[config.mk]
export PLATFORM = sky130hd
export DESIGN_NAME = alert_pulse_pattern_sequencer_top
export DESIGN_NICKNAME = d
export VERILOG_FILES = /design/src/hdl/apps_pkg.sv /design/src/hdl/alert_pulse_pattern_sequencer_top.sv
export VERILOG_INCLUDE_DIRS = /design/src /design/src/hdl
export SDC_FILE = /design/constraint.sdc
export NUM_CORES = 1
export LEC_CHECK = 0
export BUFFER_PORTS_ARGS = -buffer_cell sky130_fd_sc_hd__buf_4
export CORE_UTILIZATION = 50
export DETAILED_ROUTE_END_ITERATION = 8
export PLACE_DENSITY = 0.64
export SETUP_SLACK_MARGIN = 0.1
export SLEW_MARGIN = 10
export SYNTH_ARGS = -nofsm -noshare
export SYNTH_HDL_FRONTEND = slang
export SYNTH_SLANG_ARGS = --single-unit
[constraint.sdc]
create_clock -name clk -period 4.92 [get_ports clk]
set_input_delay 0.492 -clock clk [delete_from_list [all_inputs] [get_ports clk]]
set_output_delay 0.492 -clock clk [all_outputs]
set_load 0.01 [all_outputs]
[src/hdl/alert_pulse_pattern_sequencer_top_assert.svh]
// ---------------------------------------------------------------------------
// Assertion macros for the alert pulse pattern sequencer
// Concurrent checks sampled on clk and disabled while rst is high.
// ---------------------------------------------------------------------------
`ifndef ALERT_PULSE_PATTERN_SEQUENCER_TOP_ASSERT_SVH
`define ALERT_PULSE_PATTERN_SEQUENCER_TOP_ASSERT_SVH

// Same-cycle implication
`define APPS_ASSERT_IMPL(label, ante, cons, msg) \
  label: assert property (@(posedge clk) disable iff (rst) (ante) |-> (cons)) \
    else $error(msg);

// Next-cycle implication
`define APPS_ASSERT_NEXT(label, ante, cons, msg) \
  label: assert property (@(posedge clk) disable iff (rst) (ante) |=> (cons)) \
    else $error(msg);

`endif

[src/hdl/apps_pkg.sv]
// ---------------------------------------------------------------------------
// Alert pulse pattern sequencer package
// Transfer types, pattern codes and register indexes.
// ---------------------------------------------------------------------------
package apps_pkg;

  localparam int unsigned CfgWidth   = 15;
  localparam int unsigned CfgIdxW    = 3;
  localparam int unsigned TimerWidth = 16;

  // Register indexes on the configuration port
  typedef enum logic [CfgIdxW-1:0] {
    REG_CLICK_LEN = 3'd0,
    REG_PULSE_ON  = 3'd1,
    REG_MODE_GAP  = 3'd2,
    REG_FAULT_ON  = 3'd3,
    REG_FAULT_GAP = 3'd4
  } cfg_reg_t;

  // Item kinds
  localparam logic KIND_TICK  = 1'b0;
  localparam logic KIND_START = 1'b1;

  // Pattern selector codes of a start item
  localparam logic [2:0] SEL_NONE      = 3'd0;
  localparam logic [2:0] SEL_CLICK     = 3'd1;
  localparam logic [2:0] SEL_POWER_OFF = 3'd2;
  localparam logic [2:0] SEL_MODE      = 3'd3;
  localparam logic [2:0] SEL_FAULT     = 3'd4;

  // Number of pulses in the fault pattern
  localparam logic [1:0] FAULT_PULSES = 2'd3;

  // Running pattern, one-hot
  typedef enum logic [4:0] {
    PAT_NONE      = 5'b00001,
    PAT_CLICK     = 5'b00010,
    PAT_POWER_OFF = 5'b00100,
    PAT_MODE      = 5'b01000,
    PAT_FAULT     = 5'b10000
  } pat_state_t;

  typedef struct packed {
    logic                  kind;
    logic [2:0]            pattern_select;
    logic [TimerWidth-1:0] delta_ms;
  } in_item_t;

  typedef struct packed {
    logic drive_on;
    logic active;
  } out_item_t;

endpackage

[src/hdl/alert_pulse_pattern_sequencer_top.sv]
// ---------------------------------------------------------------------------
// Alert pulse pattern sequencer
// Steps a buzzer/haptic enable through timed click, power-off, mode and
// fault pulse patterns, one result per input transfer.
// ---------------------------------------------------------------------------
// Usage:
//   Input channel (in_valid/in_stall/in_data): a start item loads a pattern
//   and clears timer and step; a tick item adds delta_ms to a running timer.
//   Output channel (out_valid/out_stall/out_data): one result per input item
//   carrying the drive level and the active flag, in input order.
//   Configuration: cfg_we writes cfg_data into register cfg_index (0 click
//   length, 1 pulse on, 2 mode gap, 3 fault on, 4 fault gap); other indexes
//   are dropped. Write only while no result is outstanding.
//   Result path: each result is registered in the output or skid register.
//   Throughput: one item per cycle while in_stall is low; the update is
//   adds, compares and a small case between state registers and the result.
//   Stall: a result held by out_stall stays in the output register; one more
//   item is taken into a skid register, after which in_stall rises until the
//   output drains.
//   Reset (rst, synchronous): no pattern, drive off, registers at defaults,
//   output and skid empty.
// ---------------------------------------------------------------------------
module alert_pulse_pattern_sequencer_top (
  input  logic                            clk,
  input  logic                            rst,
  input  logic                            in_valid,
  output logic                            in_stall,
  input  apps_pkg::in_item_t              in_data,
  output logic                            out_valid,
  input  logic                            out_stall,
  output apps_pkg::out_item_t             out_data,
  input  logic                            cfg_we,
  input  logic [apps_pkg::CfgIdxW-1:0]    cfg_index,
  input  logic [apps_pkg::CfgWidth-1:0]   cfg_data
);
  import apps_pkg::*;

  `include "alert_pulse_pattern_sequencer_top_assert.svh"

  // Configuration registers
  logic [CfgWidth-1:0] click_len;
  logic [CfgWidth-1:0] pulse_on;
  logic [CfgWidth-1:0] mode_gap;
  logic [CfgWidth-1:0] fault_on;
  logic [CfgWidth-1:0] fault_gap;

  // Pattern state
  pat_state_t            pattern, pattern_next;
  logic [TimerWidth-1:0] pattern_timer, pattern_timer_next;
  logic [1:0]            pulse_step, pulse_step_next;
  logic                  drive_level, drive_level_next;

  // Output and skid registers
  out_item_t skid_data;
  logic      skid_valid;
  out_item_t result;

  logic in_fire;
  logic out_fire;

  logic [TimerWidth:0]   sum_wide;
  logic [TimerWidth-1:0] t_sat;
  logic [TimerWidth-1:0] mode_total;
  logic [TimerWidth-1:0] fault_total;
  logic [1:0]            step_inc;

  assign in_stall = skid_valid;
  assign in_fire  = in_valid && !skid_valid;
  assign out_fire = out_valid && !out_stall;

  // Write configuration registers
  always_ff @(posedge clk) begin
    if (rst) begin
      click_len <= CfgWidth'(20);
      pulse_on  <= CfgWidth'(80);
      mode_gap  <= CfgWidth'(80);
      fault_on  <= CfgWidth'(150);
      fault_gap <= CfgWidth'(100);
    end else if (cfg_we) begin
      unique case (cfg_index)
        REG_CLICK_LEN: click_len <= cfg_data;
        REG_PULSE_ON:  pulse_on  <= cfg_data;
        REG_MODE_GAP:  mode_gap  <= cfg_data;
        REG_FAULT_ON:  fault_on  <= cfg_data;
        REG_FAULT_GAP: fault_gap <= cfg_data;
        default: ;
      endcase
    end
  end

  // Saturating timer add and pulse-plus-gap totals
  assign sum_wide    = {1'b0, pattern_timer} + {1'b0, in_data.delta_ms};
  assign t_sat       = sum_wide[TimerWidth] ? '1 : sum_wide[TimerWidth-1:0];
  assign mode_total  = {1'b0, pulse_on} + {1'b0, mode_gap};
  assign fault_total = {1'b0, fault_on} + {1'b0, fault_gap};
  assign step_inc    = pulse_step + 2'd1;

  // Compute the next pattern state for the incoming item
  always_comb begin
    pattern_next       = pattern;
    pattern_timer_next = pattern_timer;
    pulse_step_next    = pulse_step;
    drive_level_next   = drive_level;
    if (in_data.kind == KIND_START) begin
      pattern_timer_next = '0;
      pulse_step_next    = '0;
      unique case (in_data.pattern_select)
        SEL_CLICK:     pattern_next = PAT_CLICK;
        SEL_POWER_OFF: pattern_next = PAT_POWER_OFF;
        SEL_MODE:      pattern_next = PAT_MODE;
        SEL_FAULT:     pattern_next = PAT_FAULT;
        default:       pattern_next = PAT_NONE;
      endcase
    end else begin
      unique case (pattern)
        PAT_NONE: begin
          drive_level_next = 1'b0;
        end
        PAT_CLICK: begin
          pattern_timer_next = t_sat;
          drive_level_next   = (t_sat < {1'b0, click_len});
          if (t_sat >= {1'b0, click_len}) begin
            pattern_next = PAT_NONE;
          end
        end
        PAT_POWER_OFF: begin
          pattern_timer_next = t_sat;
          drive_level_next   = (t_sat < {1'b0, pulse_on});
          if (t_sat >= {1'b0, pulse_on}) begin
            pattern_next = PAT_NONE;
          end
        end
        PAT_MODE: begin
          pattern_timer_next = t_sat;
          drive_level_next   = (t_sat < {1'b0, pulse_on});
          if (pulse_step == 2'd0) begin
            if (t_sat >= mode_total) begin
              pulse_step_next    = 2'd1;
              pattern_timer_next = '0;
            end
          end else if (t_sat >= {1'b0, pulse_on}) begin
            pattern_next = PAT_NONE;
          end
        end
        PAT_FAULT: begin
          pattern_timer_next = t_sat;
          drive_level_next   = (t_sat < {1'b0, fault_on});
          if (t_sat >= fault_total) begin
            pattern_timer_next = '0;
            pulse_step_next    = step_inc;
            if (step_inc >= FAULT_PULSES) begin
              pattern_next = PAT_NONE;
            end
          end
        end
        default: begin
          pattern_next     = PAT_NONE;
          drive_level_next = 1'b0;
        end
      endcase
    end
  end

  assign result.drive_on = drive_level_next;
  assign result.active   = (pattern_next != PAT_NONE);

  // Advance pattern state on each input transfer
  always_ff @(posedge clk) begin
    if (rst) begin
      pattern       <= PAT_NONE;
      pattern_timer <= '0;
      pulse_step    <= '0;
      drive_level   <= 1'b0;
    end else if (in_fire) begin
      pattern       <= pattern_next;
      pattern_timer <= pattern_timer_next;
      pulse_step    <= pulse_step_next;
      drive_level   <= drive_level_next;
    end
  end

  // Output register with one skid entry
  always_ff @(posedge clk) begin
    if (rst) begin
      out_valid  <= 1'b0;
      skid_valid <= 1'b0;
    end else if (out_fire || !out_valid) begin
      if (skid_valid) begin
        out_valid  <= 1'b1;
        skid_valid <= 1'b0;
      end else begin
        out_valid <= in_fire;
      end
    end else if (in_fire) begin
      skid_valid <= 1'b1;
    end
  end

  // Move payloads; no reset needed
  always_ff @(posedge clk) begin
    if (out_fire || !out_valid) begin
      if (skid_valid) begin
        out_data <= skid_data;
      end else if (in_fire) begin
        out_data <= result;
      end
    end else if (in_fire) begin
      skid_data <= result;
    end
  end

  `APPS_ASSERT_IMPL(a_skid_needs_out, skid_valid, out_valid, "skid holds data while output empty")
  `APPS_ASSERT_NEXT(a_stall_to_skid, in_fire && out_valid && out_stall, skid_valid, "held result overwritten")
  `APPS_ASSERT_NEXT(a_start_clears, in_fire && in_data.kind == KIND_START, pattern_timer == '0 && pulse_step == '0, "start did not clear timer")
  `APPS_ASSERT_IMPL(a_mode_step, pattern == PAT_MODE, pulse_step <= 2'd1, "mode pattern step out of range")
  `APPS_ASSERT_IMPL(a_fault_step, pattern == PAT_FAULT, pulse_step < FAULT_PULSES, "fault pattern step out of range")

endmodule
==> flow_metrics.tcl <==
set metrics [dict create \
    max-vdd-ir-drop_uv 177.7 \
    syn-num-nets 1154 \
    cts_tree "done" \
    synth_edf_count 4 \
    grt_max_degree 86 \
    start_util_pct 51.34 \
    crit_slowest_cell "a221o_2" \
    hold_start "cfg_data[2]" \
    max_stage_delay_ns 0.41 \
    critPathLaunchType "flip-flop" \
    ios 47 \
    async_flop_share_pct 0 \
    power_density_mw_per_mm2 252.4 \
    gp_congestion 0.9115 \
    diodes 0 \
    min_path_type "primary input to flip-flop" \
    cts_buffers 9 \
    place_inst 1234 \
    finalHoldViolations 0 \
    cts_hold_buf 0 \
    rsz0062_at_grt "false" \
    drc_errors 0 \
    die-area_mm2 0.01617 \
    grt_usage_pct 27.84 \
    synth_area_leaders "dfxtp_1 26%, ha_1 19%, nand2_1 8.5%, a21oi_1 6.9%, inv_1 3.3%" \
    antenna_found_initial 0 \
    io_buffers 46 \
    cts.path.max_buffers 2 \
    maxCapViolCount 0 \
    synth_area_leader_cell "dfxtp_1" \
    antenna_left 0 \
    cts-root-buf "clkbuf_16" \
    place_ws_ns -0.1525 \
    avgViaCountPerCell 5.669 \
    die_width_um 127.2 \
    fmax_ghz 0.2179 \
    ys.flop_type "dfxtp_1" \
    min_period_over_period_pct 93.30 \
    avgSynthCellArea_um2 7.921 \
    die_y_um 127.2 \
    rows 45 \
    max-slew-margin-rel_pct 18.26 \
    timing.rr.start "fault_on[0]$_SDFFE_PP0P_" \
    status "completed" \
    clk_pin_slew_worst_paths_ns 0.07 \
    hpwl_mm 16.45 \
    holdWs_ns 0.3920 \
    skew_ns 0.006011 \
    layout.cells.non_filler 1253 \
    dr_total_vias 7103 \
    final_common_cell "nand2_1" \
    ys_warn_count 0 \
    grt-ovfl-total 0 \
    h-tree-depth 3 \
    maxSlewViolCount 0 \
    ys_types 73 \
    synthCells 989 \
    final_nets 1203 \
    fin_ws_ns 0.3297 \
    cts.sink_count 105 \
    drive_gt1_share_pct 11.71 \
    setup-tns-final_ns 0 \
    drt_iter0_drc 588 \
    worst_slew_pin_slew_ns 1.222 \
    crit_type "flip-flop to flip-flop" \
    path_cells "ha_2 -> inv_1 -> fa_2 -> nor2b_1 -> o21a_1 -> o21ai_0 -> a21oi_1 -> o2111ai_2 -> a31oi_2 -> and4_1 -> nor3_1 -> ha_1 -> nand2_1 -> or3_1 -> nor3_2 -> o41a_2 -> o21ai_1 -> a221o_2 -> buf_4 -> buf_12 -> a32oi_1 -> nor2_1" \
    min_period_ns 4.590 \
    final_cell_mix "177 x nand2_1, 118 x ha_1, 108 x a21oi_1" \
    yosys.area.top_type_share_pct 25.81 \
    cp-end-kind "flip-flop" \
    finish.utilization_pct 58.49 \
    ys_seq_elements 105 \
    crit_fanout 9 \
    arrival_ns 4.80 \
    area_growth_pct 13.93 \
    grt_pass1_vias 6514 \
    synth-seq-area-share_pct 27.34 \
    leakage_nw 3.704 \
    wl_per_cell_um 17.42 \
    cp.required_ns 5.13 \
    coreArea_mm2 0.01526 \
    finalWirelength_mm 21.83 \
    setup_violations 0 \
    startpoint "fault_on[0]$_SDFFE_PP0P_" \
    grt_pass1_wl_mm 34.78 \
    insertion_delay_ns 0.36 \
    firstDrtPassIters 5 \
    syn_area_mm2 0.007834 \
]
-- cell type report --
type                       instances  area (um2)
clock buffer                      12       246.5
inverter                          71       266.5
fill                            1472        6334
timing repair buffer              69       555.5
clock inverter                     3       50.05
tap                              211       264.0
sequential                       105        2143
multi-input combinational        782        5399
-- per-stage QoR --
stage / instance area [um2] / total power [mW]
2_1_floorplan: 7834 / 1.291
3_3_place_gp: 8493 / 1.488
3_5_place_dp: 8493 / 1.492
4_1_cts: 8831 / 2.249
5_1_grt: 8925 / 2.362
6_report: 8925 / 2.252
-- state kept, by name, indices dropped and copies added (netlist names), 2 cells and up --
name and count:
mode_gap 15, fault_gap 15, out_data 2, skid_data 2, pattern 5, fault_on 15, pulse_on 15, click_len 15
pulse_step 2, pattern_timer 16
-- path summary, 6_finish.rpt --
path,cells past startpoint,endpoint,slack [ns]
max,22,pattern_timer[7]$_SDFFE_PP0P_,0.33
min,3,fault_gap[2]$_SDFFE_PP1P_,0.39
max reg2reg,22,pattern_timer[7]$_SDFFE_PP0P_,0.33
min reg2reg,2,click_len[6]$_SDFFE_PP0P_,0.46
-- metal layers --
metal	up-vias	routed length (um)	share of wire (%)	global-route usage [%]
met3	24	801	3.7	3.601
met2	157	9802	45	45.12
met1	3285	10760	49	38.39
met4	0	460	2.1	8.894
li1	3637	-	-	-
met5	-	0	0	0
-- power breakdown --
| group | internal [mW] | switching, mW |
|---|---|---|
| Combinational | 0.250 | 0.349 |
| Sequential | 0.879 | 0.0162 |
| Clock | 0.412 | 0.347 |
| Total | 1.54 | 0.711 |
-- cell families (layout without fill, tap and decap cells) --
family / Yosys count / count (layout) / share of synthesized area [%]
and+or+nand+nor: 347 / 347 / 20.70
AOI/OAI and AO/OA: 276 / 276 / 23.06
adders and majority gates: 123 / 123 / 19.90
DFF: 105 / 105 / 27.34
buffers and inverters: 102 / 155 / 4.903
xor gates and xnor gates: 34 / 34 / 3.801
muxes: 2 / 2 / 0.2875
-- cells in the mapped netlist (all sizes together), types with 11 or more instances --
cell      n
clkbuf   27
o211ai   12
inv      70
nor2     46
a31oi    14
nor2b    12
dfxtp   101
nor3b    11
nor3     17
xnor2    15
a21oi   108
ha      119
a21o     30
xor2     19
nand2   178
o21ai    34
nand3    24
-- repair_timing --
| action | CTS | global route |
|---|---|---|
| setup buffers | 3 | 1 |
| setup endpoints to repair | 13 | 27 |
| pin swaps | 1 | 7 |
| gates resized for setup | 1 | 19 |
-- critical path, delay by kind of cell (launching register included) --
kind | cells | cell delay, ns
AND/OR/NAND/NOR | 7 | 1.07
flip-flops | 1 | 0.34
adder cells (fa/ha/maj) | 3 | 0.85
buffers and inverters | 3 | 0.35
AO/OA/AOI/OAI | 9 | 1.82
(Power assumes the default switching activity.)
